**config.mk**
```make
export PLATFORM = sky130hd
export DESIGN_NAME = ecg_beat_detector_encoder_flat
export DESIGN_NICKNAME = d
export VERILOG_FILES = /design/src/ebde_pkg.sv /design/src/ebde_if.sv /design/src/ebde_ram.sv /design/src/ebde_fifo.sv /design/src/ebde_front.sv /design/src/ebde_back.sv /design/src/ecg_beat_detector_encoder.sv /design/src/flat_wrapper.sv
export SDC_FILE = /design/constraint.sdc
export NUM_CORES = 2
export LEC_CHECK = 0
export BUFFER_PORTS_ARGS = -buffer_cell sky130_fd_sc_hd__buf_2
export CORE_UTILIZATION = 40
export CTS_CLUSTER_SIZE = 28
export DETAILED_ROUTE_END_ITERATION = 10
export HOLD_SLACK_MARGIN = 0.1
export SLEW_MARGIN = 5
export SYNTH_ARGS = -nofsm -noshare
export SYNTH_HDL_FRONTEND = slang
export SYNTH_SLANG_ARGS = --single-unit
```
**constraint.sdc**
```tcl
create_clock -name clk -period 9.5 [get_ports clk]
set_input_delay 0.475 -clock clk [delete_from_list [all_inputs] [get_ports clk]]
set_output_delay 0.475 -clock clk [all_outputs]
set_load 0.02 [all_outputs]
```
**src/ebde_pkg.sv**
```systemverilog
// ebde_pkg: shared types and constants for the ECG beat detector / encoder.
// Used by the front, back and top level; no dependencies.
package ebde_pkg;

  // Configuration register indexes
  localparam logic [1:0] CFG_REFRACTORY = 2'd0;
  localparam logic [1:0] CFG_LED_HOLD   = 2'd1;
  localparam logic [1:0] CFG_RATIO      = 2'd2;

  // Configuration reset values
  localparam logic [15:0] REFRACTORY_RST = 16'd200;
  localparam logic [15:0] LED_HOLD_RST   = 16'd80;
  localparam logic [9:0]  RATIO_RST      = 10'd384;

  // Word tags
  localparam logic [15:0] TAG_SAMPLE = 16'h8000;
  localparam logic [15:0] TAG_PULSE  = 16'hA000;

  typedef struct packed {
    logic [15:0] refractory_ms;
    logic [15:0] led_hold_ms;
    logic [9:0]  ratio_q8;
  } cfg_t;

  // One classified sample handed from front to back
  typedef struct packed {
    logic [15:0] sample_word;
    logic        beat;
    logic [15:0] interval;
    logic        led;
  } entry_t;

endpackage

```
**src/ebde_if.sv**
```systemverilog
// ebde_if: valid/ready channel interfaces for samples in and words out.
// No dependencies.
interface ebde_in_if #(parameter int SAMPLE_BITS = 12);
  logic                   valid;
  logic                   ready;
  logic [SAMPLE_BITS-1:0] sample;
  logic [31:0]            now_ms;

  modport source (output valid, sample, now_ms, input ready);
  modport sink   (input valid, sample, now_ms, output ready);
endinterface

interface ebde_out_if;
  logic        valid;
  logic        ready;
  logic [15:0] word;
  logic        is_pulse;
  logic        led_on;
  logic        last;

  modport source (output valid, word, is_pulse, led_on, last, input ready);
  modport sink   (input valid, word, is_pulse, led_on, last, output ready);
endinterface

```
**src/ebde_ram.sv**
```systemverilog
// ebde_ram: generic single-write, single-read RAM with registered read data.
// No dependencies.
module ebde_ram #(
  parameter int WIDTH = 12,
  parameter int DEPTH = 50
) (
  input  logic                     clk,
  input  logic                     we,
  input  logic [$clog2(DEPTH)-1:0] waddr,
  input  logic [WIDTH-1:0]         wdata,
  input  logic [$clog2(DEPTH)-1:0] raddr,
  output logic [WIDTH-1:0]         rdata
);

  logic [WIDTH-1:0] mem [DEPTH];

  always_ff @(posedge clk) begin
    if (we) begin
      mem[waddr] <= wdata;
    end
    rdata <= mem[raddr];
  end

endmodule

```
**src/ebde_fifo.sv**
```systemverilog
// ebde_fifo: short queue of classified samples between front and back.
// Depends on ebde_pkg (entry_t).
module ebde_fifo
  import ebde_pkg::*;
#(
  parameter int DEPTH = 2
) (
  input  logic   clk,
  input  logic   rst,
  input  logic   push,
  input  entry_t push_data,
  output logic   full,
  input  logic   pop,
  output entry_t pop_data,
  output logic   empty
);

  localparam int PW = (DEPTH > 1) ? $clog2(DEPTH) : 1;
  localparam int CW = $clog2(DEPTH + 1);

  entry_t          slots [DEPTH];
  logic [PW-1:0]   wr_ptr;
  logic [PW-1:0]   rd_ptr;
  logic [CW-1:0]   count;

  assign full     = (count == CW'(DEPTH));
  assign empty    = (count == '0);
  assign pop_data = slots[rd_ptr];

  // Storage
  always_ff @(posedge clk) begin
    if (push) begin
      slots[wr_ptr] <= push_data;
    end
  end

  // Pointers and fill level
  always_ff @(posedge clk) begin
    if (rst) begin
      wr_ptr <= '0;
      rd_ptr <= '0;
      count  <= '0;
    end else begin
      if (push) begin
        wr_ptr <= (wr_ptr == PW'(DEPTH - 1)) ? '0 : wr_ptr + 1'b1;
      end
      if (pop) begin
        rd_ptr <= (rd_ptr == PW'(DEPTH - 1)) ? '0 : rd_ptr + 1'b1;
      end
      if (push && !pop) begin
        count <= count + 1'b1;
      end else if (pop && !push) begin
        count <= count - 1'b1;
      end
    end
  end

endmodule

```
**src/ebde_front.sv**
```systemverilog
// ebde_front: accepts samples, keeps the moving average, detects beats and
// drives the LED state. Depends on ebde_pkg, ebde_if and ebde_ram.
module ebde_front
  import ebde_pkg::*;
#(
  parameter int SAMPLE_WINDOW = 50,
  parameter int SAMPLE_BITS   = 12
) (
  input  logic     clk,
  input  logic     rst,
  ebde_in_if.sink  samples,
  input  cfg_t     cfg,
  input  logic     q_full,
  output logic     push,
  output entry_t   push_data
);

  localparam int SLOT_W = $clog2(SAMPLE_WINDOW);
  localparam int SUM_W  = SAMPLE_BITS + SLOT_W;
  // floor(sum / SAMPLE_WINDOW) as (sum * RECIP) >> SHIFT, exact for any SUM_W-bit sum
  localparam int SHIFT  = SUM_W + SLOT_W;
  localparam int MW     = SUM_W + 2;
  localparam logic [63:0] RECIP64 =
    ((64'd1 << SHIFT) + 64'(SAMPLE_WINDOW) - 64'd1) / 64'(SAMPLE_WINDOW);
  localparam logic [MW-1:0] RECIP = RECIP64[MW-1:0];
  localparam int PROD_W = SUM_W + MW;
  localparam int THR_W  = SAMPLE_BITS + 10;

  typedef enum logic [2:0] {
    F_IDLE,
    F_SUM,
    F_AVG,
    F_THR,
    F_DEC
  } fstate_t;

  fstate_t                  state;
  logic [SAMPLE_BITS-1:0]   v;
  logic [31:0]              now;
  logic [31:0]              dt;
  logic [SLOT_W-1:0]        slot;
  logic [SUM_W-1:0]         sum;
  logic [SAMPLE_WINDOW-1:0] filled;
  logic [PROD_W-1:0]        prod;
  logic [THR_W-1:0]         thr;
  logic [31:0]              beat_time;
  logic                     led;

  logic [SAMPLE_BITS-1:0]   ram_rdata;
  logic [SAMPLE_BITS-1:0]   old;
  logic [SAMPLE_BITS-1:0]   avg;
  logic [THR_W-1:0]         lhs;
  logic                     past_refr;
  logic                     past_hold;
  logic                     beat;
  logic                     led_next;
  logic [15:0]              v16;

  assign samples.ready = (state == F_IDLE) && !q_full;

  // Sample window memory; read address sits on the current slot
  ebde_ram #(
    .WIDTH (SAMPLE_BITS),
    .DEPTH (SAMPLE_WINDOW)
  ) u_window (
    .clk   (clk),
    .we    (state == F_SUM),
    .waddr (slot),
    .wdata (v),
    .raddr (slot),
    .rdata (ram_rdata)
  );

  // Entries never written read as zero
  assign old = filled[slot] ? ram_rdata : '0;
  assign avg = prod[SHIFT +: SAMPLE_BITS];

  // Beat decision
  assign lhs       = {2'b00, v, 8'h00};
  assign past_refr = dt > {16'h0000, cfg.refractory_ms};
  assign past_hold = dt > {16'h0000, cfg.led_hold_ms};
  assign beat      = past_refr && (lhs > thr);

  always_comb begin
    led_next = led;
    if (past_refr) begin
      led_next = beat;
    end else if (past_hold) begin
      led_next = 1'b0;
    end
  end

  // Queue entry
  assign v16  = 16'(v);
  assign push = (state == F_DEC);
  always_comb begin
    push_data.sample_word = TAG_SAMPLE | {3'b000, v16[11:7], 1'b0, v16[6:0]};
    push_data.beat        = beat;
    push_data.interval    = (dt[31:16] != 16'h0000) ? 16'hFFFF : dt[15:0];
    push_data.led         = led_next;
  end

  // Sequencer and datapath registers
  always_ff @(posedge clk) begin
    if (rst) begin
      state     <= F_IDLE;
      slot      <= '0;
      sum       <= '0;
      filled    <= '0;
      beat_time <= '0;
      led       <= 1'b0;
    end else begin
      unique case (state)
        F_IDLE: begin
          if (samples.valid && samples.ready) begin
            v     <= samples.sample;
            now   <= samples.now_ms;
            state <= F_SUM;
          end
        end
        F_SUM: begin
          sum          <= sum - SUM_W'(old) + SUM_W'(v);
          filled[slot] <= 1'b1;
          slot         <= (slot == SLOT_W'(SAMPLE_WINDOW - 1)) ? '0 : slot + 1'b1;
          dt           <= now - beat_time;
          state        <= F_AVG;
        end
        F_AVG: begin
          prod  <= PROD_W'(sum) * PROD_W'(RECIP);
          state <= F_THR;
        end
        F_THR: begin
          thr   <= THR_W'(cfg.ratio_q8) * THR_W'(avg);
          state <= F_DEC;
        end
        F_DEC: begin
          led <= led_next;
          if (beat) begin
            beat_time <= now;
          end
          state <= F_IDLE;
        end
        default: state <= F_IDLE;
      endcase
    end
  end

endmodule

```
**src/ebde_back.sv**
```systemverilog
// ebde_back: emits sample words, keeps the beat interval average and divides
// it into a pulse rate. Depends on ebde_pkg and ebde_if.
module ebde_back
  import ebde_pkg::*;
#(
  parameter int INTERVAL_WINDOW = 6
) (
  input  logic      clk,
  input  logic      rst,
  input  logic      q_empty,
  input  entry_t    pop_data,
  output logic      pop,
  ebde_out_if.source words
);

  localparam int ISLOT_W = $clog2(INTERVAL_WINDOW);
  localparam int ISUM_W  = 16 + ISLOT_W;
  // floor(isum / INTERVAL_WINDOW) as (isum * IRECIP) >> ISHIFT
  localparam int ISHIFT  = ISUM_W + ISLOT_W;
  localparam int IMW     = ISUM_W + 2;
  localparam logic [63:0] IRECIP64 =
    ((64'd1 << ISHIFT) + 64'(INTERVAL_WINDOW) - 64'd1) / 64'(INTERVAL_WINDOW);
  localparam logic [IMW-1:0] IRECIP = IRECIP64[IMW-1:0];
  localparam int IPROD_W = ISUM_W + IMW;
  localparam logic [15:0] DIVIDEND = 16'd60000;

  typedef enum logic [2:0] {
    B_IDLE,
    B_SWORD,
    B_IUPD,
    B_IAVG,
    B_DSET,
    B_DIV,
    B_PWORD
  } bstate_t;

  bstate_t              state;
  entry_t               ent;
  logic [15:0]          ivals [INTERVAL_WINDOW];
  logic [ISLOT_W-1:0]   islot;
  logic [ISUM_W-1:0]    isum;
  logic [IPROD_W-1:0]   iprod;
  logic [15:0]          divisor;
  logic [15:0]          rem;
  logic [15:0]          quo;
  logic [3:0]           bit_idx;

  logic                 out_free;
  logic                 emit;
  logic [16:0]          trial;
  logic                 fits;
  logic [7:0]           rate;

  assign out_free = !words.valid || words.ready;
  assign emit     = ((state == B_SWORD) || (state == B_PWORD)) && out_free;
  assign pop      = (state == B_IDLE) && !q_empty;

  // One restoring step: a zero divisor gives all ones, which saturates below
  assign trial = {rem, DIVIDEND[bit_idx]};
  assign fits  = trial >= {1'b0, divisor};
  assign rate  = (quo[15:8] != 8'h00) ? 8'hFF : quo[7:0];

  // Interval window, cleared at reset
  always_ff @(posedge clk) begin
    if (rst) begin
      for (int i = 0; i < INTERVAL_WINDOW; i++) begin
        ivals[i] <= '0;
      end
    end else if (state == B_IUPD) begin
      ivals[islot] <= ent.interval;
    end
  end

  // Sequencer, divider and output register
  always_ff @(posedge clk) begin
    if (rst) begin
      state       <= B_IDLE;
      islot       <= '0;
      isum        <= '0;
      words.valid <= 1'b0;
    end else begin
      if (words.valid && words.ready && !emit) begin
        words.valid <= 1'b0;
      end
      unique case (state)
        B_IDLE: begin
          if (!q_empty) begin
            ent   <= pop_data;
            state <= B_SWORD;
          end
        end
        B_SWORD: begin
          if (out_free) begin
            words.valid    <= 1'b1;
            words.word     <= ent.sample_word;
            words.is_pulse <= 1'b0;
            words.led_on   <= ent.led;
            words.last     <= !ent.beat;
            state          <= ent.beat ? B_IUPD : B_IDLE;
          end
        end
        B_IUPD: begin
          isum  <= isum - ISUM_W'(ivals[islot]) + ISUM_W'(ent.interval);
          islot <= (islot == ISLOT_W'(INTERVAL_WINDOW - 1)) ? '0 : islot + 1'b1;
          state <= B_IAVG;
        end
        B_IAVG: begin
          iprod <= IPROD_W'(isum) * IPROD_W'(IRECIP);
          state <= B_DSET;
        end
        B_DSET: begin
          divisor <= iprod[ISHIFT +: 16];
          rem     <= '0;
          quo     <= '0;
          bit_idx <= 4'd15;
          state   <= B_DIV;
        end
        B_DIV: begin
          rem          <= fits ? 16'(trial - {1'b0, divisor}) : trial[15:0];
          quo[bit_idx] <= fits;
          bit_idx      <= bit_idx - 1'b1;
          if (bit_idx == 4'd0) begin
            state <= B_PWORD;
          end
        end
        B_PWORD: begin
          if (out_free) begin
            words.valid    <= 1'b1;
            words.word     <= TAG_PULSE | {6'b000000, rate[7], 2'b00, rate[6:0]};
            words.is_pulse <= 1'b1;
            words.led_on   <= ent.led;
            words.last     <= 1'b1;
            state          <= B_IDLE;
          end
        end
        default: state <= B_IDLE;
      endcase
    end
  end

endmodule

```
**src/ecg_beat_detector_encoder.sv**
```systemverilog
// Channel   | Dir | Payload                          | Handshake
// samples   | in  | sample, now_ms                   | valid/ready
// words     | out | word, is_pulse, led_on, last     | valid/ready
// cfg       | in  | cfg_we, cfg_index, cfg_data      | write on cfg_we
//
// Front: one sample at a time, through window RAM read, sum, reciprocal
// multiply, threshold multiply and decide. Back: a sample word, and with a
// beat a pulse word after the 16-step restoring divider for 60000 / avg.
// Reset (synchronous): config to defaults, all windows and state zero; the
// sample window RAM uses per-entry valid bits, so there is no clearing pass.
// A two-entry queue lets the front keep taking samples while words stall.
// Depends on ebde_pkg, ebde_if, ebde_ram, ebde_fifo, ebde_front, ebde_back.
module ecg_beat_detector_encoder
  import ebde_pkg::*;
#(
  parameter int SAMPLE_WINDOW   = 50,
  parameter int INTERVAL_WINDOW = 6,
  parameter int SAMPLE_BITS     = 12
) (
  input  logic        clk,
  input  logic        rst,
  ebde_in_if.sink     samples,
  ebde_out_if.source  words,
  input  logic        cfg_we,
  input  logic [1:0]  cfg_index,
  input  logic [15:0] cfg_data
);

  localparam int QUEUE_DEPTH = 2;

  cfg_t   cfg;
  logic   push;
  logic   pop;
  logic   q_full;
  logic   q_empty;
  entry_t push_data;
  entry_t pop_data;

  // Configuration registers
  always_ff @(posedge clk) begin
    if (rst) begin
      cfg.refractory_ms <= REFRACTORY_RST;
      cfg.led_hold_ms   <= LED_HOLD_RST;
      cfg.ratio_q8      <= RATIO_RST;
    end else if (cfg_we) begin
      unique case (cfg_index)
        CFG_REFRACTORY: cfg.refractory_ms <= cfg_data;
        CFG_LED_HOLD:   cfg.led_hold_ms   <= cfg_data;
        CFG_RATIO:      cfg.ratio_q8      <= cfg_data[9:0];
        default:        ;
      endcase
    end
  end

  ebde_front #(
    .SAMPLE_WINDOW (SAMPLE_WINDOW),
    .SAMPLE_BITS   (SAMPLE_BITS)
  ) u_front (
    .clk       (clk),
    .rst       (rst),
    .samples   (samples),
    .cfg       (cfg),
    .q_full    (q_full),
    .push      (push),
    .push_data (push_data)
  );

  ebde_fifo #(
    .DEPTH (QUEUE_DEPTH)
  ) u_queue (
    .clk       (clk),
    .rst       (rst),
    .push      (push),
    .push_data (push_data),
    .full      (q_full),
    .pop       (pop),
    .pop_data  (pop_data),
    .empty     (q_empty)
  );

  ebde_back #(
    .INTERVAL_WINDOW (INTERVAL_WINDOW)
  ) u_back (
    .clk      (clk),
    .rst      (rst),
    .q_empty  (q_empty),
    .pop_data (pop_data),
    .pop      (pop),
    .words    (words)
  );

  // Queue never overflows or underflows
  a_no_overflow: assert property (@(posedge clk) disable iff (rst) push |-> !q_full)
    else $error("queue push while full");
  a_no_underflow: assert property (@(posedge clk) disable iff (rst) pop |-> !q_empty)
    else $error("queue pop while empty");

  // A pulse word always closes its sample's results
  a_pulse_last: assert property (@(posedge clk) disable iff (rst)
    (words.valid && words.is_pulse) |-> words.last)
    else $error("pulse word not marked last");

  // Tag bits agree with the word kind
  a_tag: assert property (@(posedge clk) disable iff (rst)
    words.valid |-> (words.word[15:13] == (words.is_pulse ? 3'b101 : 3'b100)))
    else $error("word tag does not match is_pulse");

endmodule
```
**src/flat_wrapper.sv**
```systemverilog
// flat-port wrapper written by rule: the top's interface ports become plain ports
module ecg_beat_detector_encoder_flat import ebde_pkg::*;
#(
  parameter int SAMPLE_WINDOW   = 50,
  parameter int INTERVAL_WINDOW = 6,
  parameter int SAMPLE_BITS     = 12
)
  (clk, rst, cfg_we, cfg_index, cfg_data, samples_valid, samples_sample, samples_now_ms, samples_ready, words_valid, words_word, words_is_pulse, words_led_on, words_last, words_ready);
  ebde_in_if #(.SAMPLE_BITS(SAMPLE_BITS)) samples_i ();
  ebde_out_if words_i ();
  input  logic clk;
  input  logic rst;
  input  logic cfg_we;
  input  logic [1:0] cfg_index;
  input  logic [15:0] cfg_data;
  input wire logic [$bits(samples_i.valid)-1:0] samples_valid;
  input wire logic [$bits(samples_i.sample)-1:0] samples_sample;
  input wire logic [$bits(samples_i.now_ms)-1:0] samples_now_ms;
  output wire logic [$bits(samples_i.ready)-1:0] samples_ready;
  output wire logic [$bits(words_i.valid)-1:0] words_valid;
  output wire logic [$bits(words_i.word)-1:0] words_word;
  output wire logic [$bits(words_i.is_pulse)-1:0] words_is_pulse;
  output wire logic [$bits(words_i.led_on)-1:0] words_led_on;
  output wire logic [$bits(words_i.last)-1:0] words_last;
  input wire logic [$bits(words_i.ready)-1:0] words_ready;
  assign samples_i.valid = samples_valid;
  assign samples_i.sample = samples_sample;
  assign samples_i.now_ms = samples_now_ms;
  assign samples_ready = samples_i.ready;
  assign words_valid = words_i.valid;
  assign words_word = words_i.word;
  assign words_is_pulse = words_i.is_pulse;
  assign words_led_on = words_i.led_on;
  assign words_last = words_i.last;
  assign words_i.ready = words_ready;
  ecg_beat_detector_encoder #(.SAMPLE_WINDOW(SAMPLE_WINDOW), .INTERVAL_WINDOW(INTERVAL_WINDOW), .SAMPLE_BITS(SAMPLE_BITS)) u_core (.clk(clk), .rst(rst), .samples(samples_i), .words(words_i), .cfg_we(cfg_we), .cfg_index(cfg_index), .cfg_data(cfg_data));
endmodule
```
Yosys cells after proc, flatten, opt, wreduce, memory -nomap -nowiden

Memory sizes are Yosys's and may differ from the RTL's. A register that Yosys moved wholly into a read port is not among the register bits.
Cells that the tools add are included.

Register bits after elaboration: 441
RAM bits: 756
ROM bits: 16
Bits of input ports: 67
Output and inout bits: 21
Logic and storage cells: 186
Memories: 4

Memory list:

| memory                      | words | width | rd ports | clocked after memory_dff | write ports | line            | text |
|---|---|---|---|---|---|---|---|
| u_core.u_front.u_window.mem | 50    | 12    | 1        | 1                        | 1           | ebde_ram.sv:15  | `logic [WIDTH-1:0] mem [DEPTH];` |
| u_core.u_back.ivals         | 6     | 16    | 1        | 1                        | 6           | ebde_back.sv:39 | `logic [15:0] ivals [INTERVAL_WINDOW];` |
| u_core.u_queue.slots        | 2     | 30    | 1        | 1                        | 1           | ebde_fifo.sv:21 | `entry_t slots [DEPTH];` |
| (name not given)            | 16    | 1     | 1        | 1                        | 0           | ebde_back.sv:59 | `assign trial = {rem, DIVIDEND[bit_idx]};` |

Add/sub/neg operators: 13
$mul: 3
Magnitude comparators: 8
Equal/unequal tests: 20
Mux-type cells: 57
Bitwise operators: 3
Reductions and logical operators: 47

Operators by type and width:

| operator                                                              | count |
|---|---|
| 16-bit case mux with 2 select lines                                   | 3 |
| 16-bit 2-to-1 mux                                                     | 5 |
| 32-bit by 16-bit > comparator with 1-bit output                       | 2 |
| 50-bit bitwise OR                                                     | 1 |
| 19-bit by 20-bit multiplier with 38-bit output, second input constant | 1 |
| 18-bit by 19-bit multiplier with 36-bit output, second input constant | 1 |
| 32-bit subtractor                                                     | 1 |
| 3-bit 2-to-1 mux                                                      | 9 |
| 1-bit 2-to-1 mux                                                      | 24 |
| 20-bit by 22-bit > comparator with 1-bit output                       | 1 |
| 10-bit by 12-bit multiplier with 22-bit output                        | 1 |
| 3-bit case mux with 7 select lines                                    | 1 |
| 2-bit AND reduction                                                   | 10 |
| 19-bit by 16-bit adder with 19-bit output                             | 1 |
| 19-bit by 16-bit subtractor with 19-bit output                        | 1 |
| 18-bit by 12-bit adder with 18-bit output                             | 1 |
| 18-bit by 12-bit subtractor with 18-bit output                        | 1 |
| 17-bit by 16-bit greater-or-equal comparator with 1-bit output        | 1 |
| 16-bit bitwise mux                                                    | 1 |
| 16-bit nonzero test                                                   | 1 |
| 16-bit OR reduction                                                   | 1 |
| 16-bit subtractor                                                     | 1 |
| 3-bit == test, second input constant                                  | 5 |
| 3-bit by 2-bit == test with 1-bit output, second input constant       | 4 |
| other kinds (39)                                                      | 73 |

Depth between registers and ports, before layout

Depth in word-level cells: 8
Gate-level depth with buffers: 24
Gate-level depth less buffers: 23

By module

Synthesis repeated with hierarchy kept, for this count alone.

Cells, all modules: 5387
Area total of the unflattened synthesis: 68001.5 µm²

Modules (own cells, without submodules):

| module                    | instances | cells each | area an instance (µm²) | sequential area each (µm²) |
|---|---|---|---|---|
| ebde_ram                  | 1         | 1275       | 23899.2                | 18257.5 |
| ebde_front                | 1         | 2249       | 21485.6                | 5505.3 |
| ebde_back                 | 1         | 1571       | 18223.7                | 8077.7 |
| ebde_fifo                 | 1         | 128        | 2660.1                 | 2142.1 |
| ecg_beat_detector_encoder | 1         | 164        | 1732.9                 | 840.8 |

Worst setup path before layout

Ideal clock, no wire load.

Kind: reg-to-reg
Start: register u_core.u_front.prod[26]
End: register u_core.u_front.thr[21] (data pin)
Setup time: 0.269 ns
Data arrival time: 5.550 ns
Required time: 9.231 ns
Path slack: 3.681 ns
Cell stages (with the launch flop): 21
Buffers on the path: 1
Period minus slack after synthesis: 5.819 ns
Path through: edfxtp_1 -> clkbuf_1 -> and2_1 -> fa_1 -> inv_1 -> fa_1 -> fa_1 -> inv_1 -> fa_1 -> inv_1 -> fa_1 -> inv_1 -> ha_1 -> and2_1 -> a22o_1 -> a31o_1 -> o41a_1 -> o41a_1 -> a41oi_2 -> mux2i_1 -> o311ai_1

Cells in the longest elaborated chain, start to end: 1

Ends and longest elaborated chain:

| element                                        | line              | text |
|---|---|---|
| start: declaration                             | ebde_front.sv:44  | `logic [PROD_W-1:0] prod;` |
| start signal: assignment                       | ebde_front.sv:129 | `prod <= PROD_W'(sum) * PROD_W'(RECIP);` |
| 10-bit by 12-bit multiplier with 22-bit output | ebde_front.sv:133 | `thr <= THR_W'(cfg.ratio_q8) * THR_W'(avg);` |
| end signal: assignment                         | ebde_front.sv:133 |  |
| end: declaration                               | ebde_front.sv:45  | `logic [THR_W-1:0] thr;` |

No other way between the ends.
A chain may end at the register's enable or synchronous reset.

Worst setup path in the final report

Start: register u_core.u_front.slot[2]
End: register u_core.u_front.sum[17]

Cells in the longest elaborated chain, start to end: 5

Ends and longest elaborated chain:

| element                                        | line              | text |
|---|---|---|
| start: declaration                             | ebde_front.sv:41  | `logic [SLOT_W-1:0] slot;` |
| start signal: assignment                       | ebde_front.sv:124 | `slot <= (slot == SLOT_W'(SAMPLE_WINDOW - 1)) ? '0 : slot + 1'b1;` |
| 1-bit binary-select mux with 6-bit select      | ebde_front.sv:75  | `assign old = filled[slot] ? ram_rdata : '0;` |
| 1-bit 2-to-1 mux (implied by the code)         | ebde_front.sv:75  |  |
| 12-bit 2-to-1 mux                              | ebde_front.sv:75  |  |
| 18-bit by 12-bit subtractor with 18-bit output | ebde_front.sv:122 | `sum <= sum - SUM_W'(old) + SUM_W'(v);` |
| 18-bit by 12-bit adder with 18-bit output      | ebde_front.sv:122 |  |
| end signal: assignment                         | ebde_front.sv:122 |  |
| end: declaration                               | ebde_front.sv:42  | `logic [SUM_W-1:0] sum;` |

No other way between the ends. The select of a mux whose other input is x is not followed.

==> impl_results.md <==
- Sequential power share: 33.3%
- Total of warnings raised by yosys: 0
- Vertical die dimension: 405 um
- Maximum clock frequency: 0.152 GHz
- Wire length of the first global-routing pass: 242000 um
- Overall track demand over capacity in global routing: roughly 19%
- Drt drc: 0
- Post-route clock period utilization: 69.4%
- Per-instance average area after synthesis: 12.4 um2
- Count of port buffers added during placement: 84
- Largest area contributor in the synthesized netlist: edfxtp_1
- DRT Wirelength: 156000 um
- Buffers from clock root to sink, at most: 3
- Count of maximum capacitance violations: 0
- Post-route core utilization: 45.5%
- Cells after Synth: ~5200
- Half-perimeter wire length of the detailed placement result: 103000 um
- Combinational power share: 39.8%
- Switching component of the power: 0.00718 W
- Status: complete, no violations
- Routed wire per std cell: 20.4 um
- Final worst-path setup slack: 2.91 ns
- Fillers: 14510
- Die footprint: around 160000 um2
- Leakage power summed over all cells: 29.2 nW
- Instance count after placement with tap cells included: approximately 7400
- Pwr Density: approximately 270 nW/um2
- Via count: 40363
- Worst hold path startpoint: cfg_index[0]
- Number of different library cells in the post-synthesis netlist: 79
- Hold violation count in the final report: 0
- Net switching fraction of the power: 36.9%
- Slew @ Worst Pin: 1.16 ns
- Clock transition at path regs: 0.06 ns
- Worst hold margin: ~0.25 ns
- Clock network fraction of total power: 26.9%
- Worst setup startpoint: u_core.u_front.slot[2]
- Number of enable-type register cells in the synthesized netlist: 1011
- Per-cell via count in the routed design: ~5.3
- Critical register-to-register path startpoint: u_core.u_front.slot[2]
- Flops & latches, synth: ~1200
- Worst min-delay path class: input pin to flop
- Main area contributors after synthesis: edfxtp_1, fa_1, ha_1, dfxtp_1, inv_1
- Length of the first detailed-routing pass in iterations: 5
- Cell-internal power: 0.0123 W
- Critical Path End Type: flop
- Fraction of post-synthesis cell area in the top cell type by area: 46.8%
- CTS buffer count: 132
- Post-synthesis async set-or-reset flop share: 0%
- Core region area: between 150000 and 200000 um2
- Initial antenna violation count: 8
- Maximum VDD drop: 199 uV
- CP required: 10.21 ns
- Number of global-route vias before repair: 41295
- Clk Latency, worst-skew pair: between 0.7 and 0.8 ns
- CTS sink cnt: 1209
- Iteration-0 DRC count of the detailed router: 3013
- Initial Utilization: 40.4%
- Most common cell after layout, fill and taps aside: edfxtp_1
- Worst Setup Start Kind: flop
- Final GP Congestion: 0.871
- Core Rows: 147
- Dominant synthesized flop cell: edfxtp_1
- Overflow left after global routing: 0
- Post-CTS setup buffer count: 0
- Area growth, synth to finish: 12.7%
- Register area share after synthesis: 52.9%
- Maximum fanout encountered on the critical timing path: 23
- Number of primary I/O pins: 88
- Antenna viol nets, final: 0
- Root Buffer Master: clkbuf_16
- Unrepaired setup endpoints after global routing: false
- Largest net degree at the start of global routing: 80
- Max transition margin: 22.2%
- Share of post-route cells with drive strength above 1: approximately a tenth
- Final setup fails: 0
- Worst-case setup slack after placement: about 2.7 ns
- Post-route setup TNS: 0 ns
- Clock period minus final worst setup slack: 6.59 ns
- Final max-slew violation count: 0
- Register Area: around 34000 um2
- Combined area of the multi-input logic cells: roughly 27000 um2
- Synthesized cell area: 64900 um2
- Crit path DAT: 7.31 ns
- Final Skew: 0.0590 ns
- Kind of critical path: flop to flop
- Clock tree from TritonCTS: built
- Width of the die: 405 um
- Net count reported at finish: 6264
- Cell Count, Final, Fillers Out: 7670
- H-tree depth reported by CTS: 4
- Commonest non-fill, non-tap cells in the layout: edfxtp_1, inv_1, ha_1
-- layer usage --
metal | global-route usage, % | vias up | part of all wire, %
met5 | 0 | - | 0.017
met4 | 4.99 | 4 | 2.2
met3 | 3.42 | 212 | 6.2
met2 | 31.5 | 1119 | 47
met1 | 26.3 | 20106 | 45
li1 | - | 18922 | -
-- power groups by stage --
stage               registers, W  logic (W)  clock network [W]
floorplan                0.00648    0.00577                  0
global placement         0.00659    0.00766                  0
detailed placement       0.00660    0.00776                  0
CTS                      0.00649    0.00786            0.00534
global route             0.00652    0.00891            0.00555
finish                   0.00649    0.00774            0.00524
-- state kept, by name (all words and copies together), names as in the netlist, 22 cells and up, named ones only --
register                     count
u_core.u_back.ivals            128
u_core.u_front.now              32
u_core.u_front.u_window.mem    600
u_core.u_queue.slots            60
u_core.u_front.filled           50
u_core.u_front.dt               32
u_core.u_front.thr              22
u_core.cfg                      42
u_core.u_back.ent               30
u_core.u_front.beat_time        32
-- Yosys cell counts, drive strengths merged, types with 14 or more instances --
| cell | count |
|---|---|
| nor2b | 26 |
| nor3 | 76 |
| nor4 | 29 |
| nand2b | 26 |
| and2 | 104 |
| nand4 | 68 |
| a22oi | 220 |
| mux4 | 32 |
| and3 | 17 |
| o31ai | 14 |
| nor2 | 323 |
| o21ai | 103 |
| fa | 325 |
| clkbuf | 157 |
| xnor2 | 89 |
| a211o | 14 |
| dfxtp | 198 |
| mux2 | 49 |
| ha | 472 |
| buf | 65 |
| o21a | 24 |
| a21o | 66 |
| a311oi | 17 |
| or2 | 36 |
| a31oi | 28 |
| inv | 761 |
| mux2i | 39 |
| a21oi | 246 |
| xor2 | 41 |
| nand2 | 244 |
| edfxtp | 1011 |
| a22o | 39 |
| a211oi | 24 |
| or3 | 46 |
| a221oi | 43 |
| nand3 | 43 |
-- path summary, 6_finish.rpt --
check	to	slack (ns)	cells after the start
max reg2reg	u_core.u_front.sum[17]	2.91	22
max	u_core.u_front.sum[17]	2.91	22
min	u_core.cfg[30]	0.25	5
min reg2reg	u_core.u_back.words.led_on	0.42	0
-- critical path: stages, from the launching register on --
cell and delay, ns:
dfxtp_1 0.93, inv_1 0.27, nor3_2 0.56, buf_4 0.44, a222oi_1 0.13, a31oi_1 0.26
nand2_1 0.07, o21ai_0 0.11, a32oi_1 0.10, o21ai_1 0.53, and2_1 0.24, fa_1 0.46
inv_1 0.08, ha_1 0.22, a21o_1 0.20, a211oi_2 0.27, o21ai_1 0.16, a41oi_1 0.39
o21ai_0 0.16, a21oi_1 0.25, nor2b_1 0.09, or4_1 0.46, a31oi_1 0.16
-- timing repair --
| action | 4_1_cts | 5_1_grt |
|---|---|---|
| hold buffers | 62 | 0 |
| resized for setup | 0 | 0 |
| hold endpoints to repair | 104 | 0 |
-- logic make-up (layout without fill, tap and decap cells) --
group / after synthesis / in the layout / synth area share [%]
flops: 1209 / 1209 / 52.9
simple gates: 1062 / 1062 / 7.90
buf+inv: 984 / 1244 / 5.75
compound gates: 944 / 944 / 9.99
fa+ha+maj: 797 / 797 / 19.1
xor+xnor: 130 / 130 / 1.75
mux: 120 / 120 / 2.56
other cells: 2 / 4 / 0.0116
-- stage by stage --
step / total power (W) / cell area [um2]
after floorplan: 0.0122 / 64900
after global placement: 0.0143 / 68000
after detailed placement: 0.0144 / 68000
after CTS: 0.0197 / 73100
after global routing: 0.0210 / 73100
final: 0.0195 / 73100
-- final cells by class --
type	count	area share [%]
antenna	1	0.00342
inverter	762	3.91
multi-input combinational	3056	36.9
timing repair buffer	239	2.39
sequential	1209	46.9
clock buffer	174	4.90
tap	2160	3.70
clock inverter	69	1.23
(Power assumes the default switching activity.)
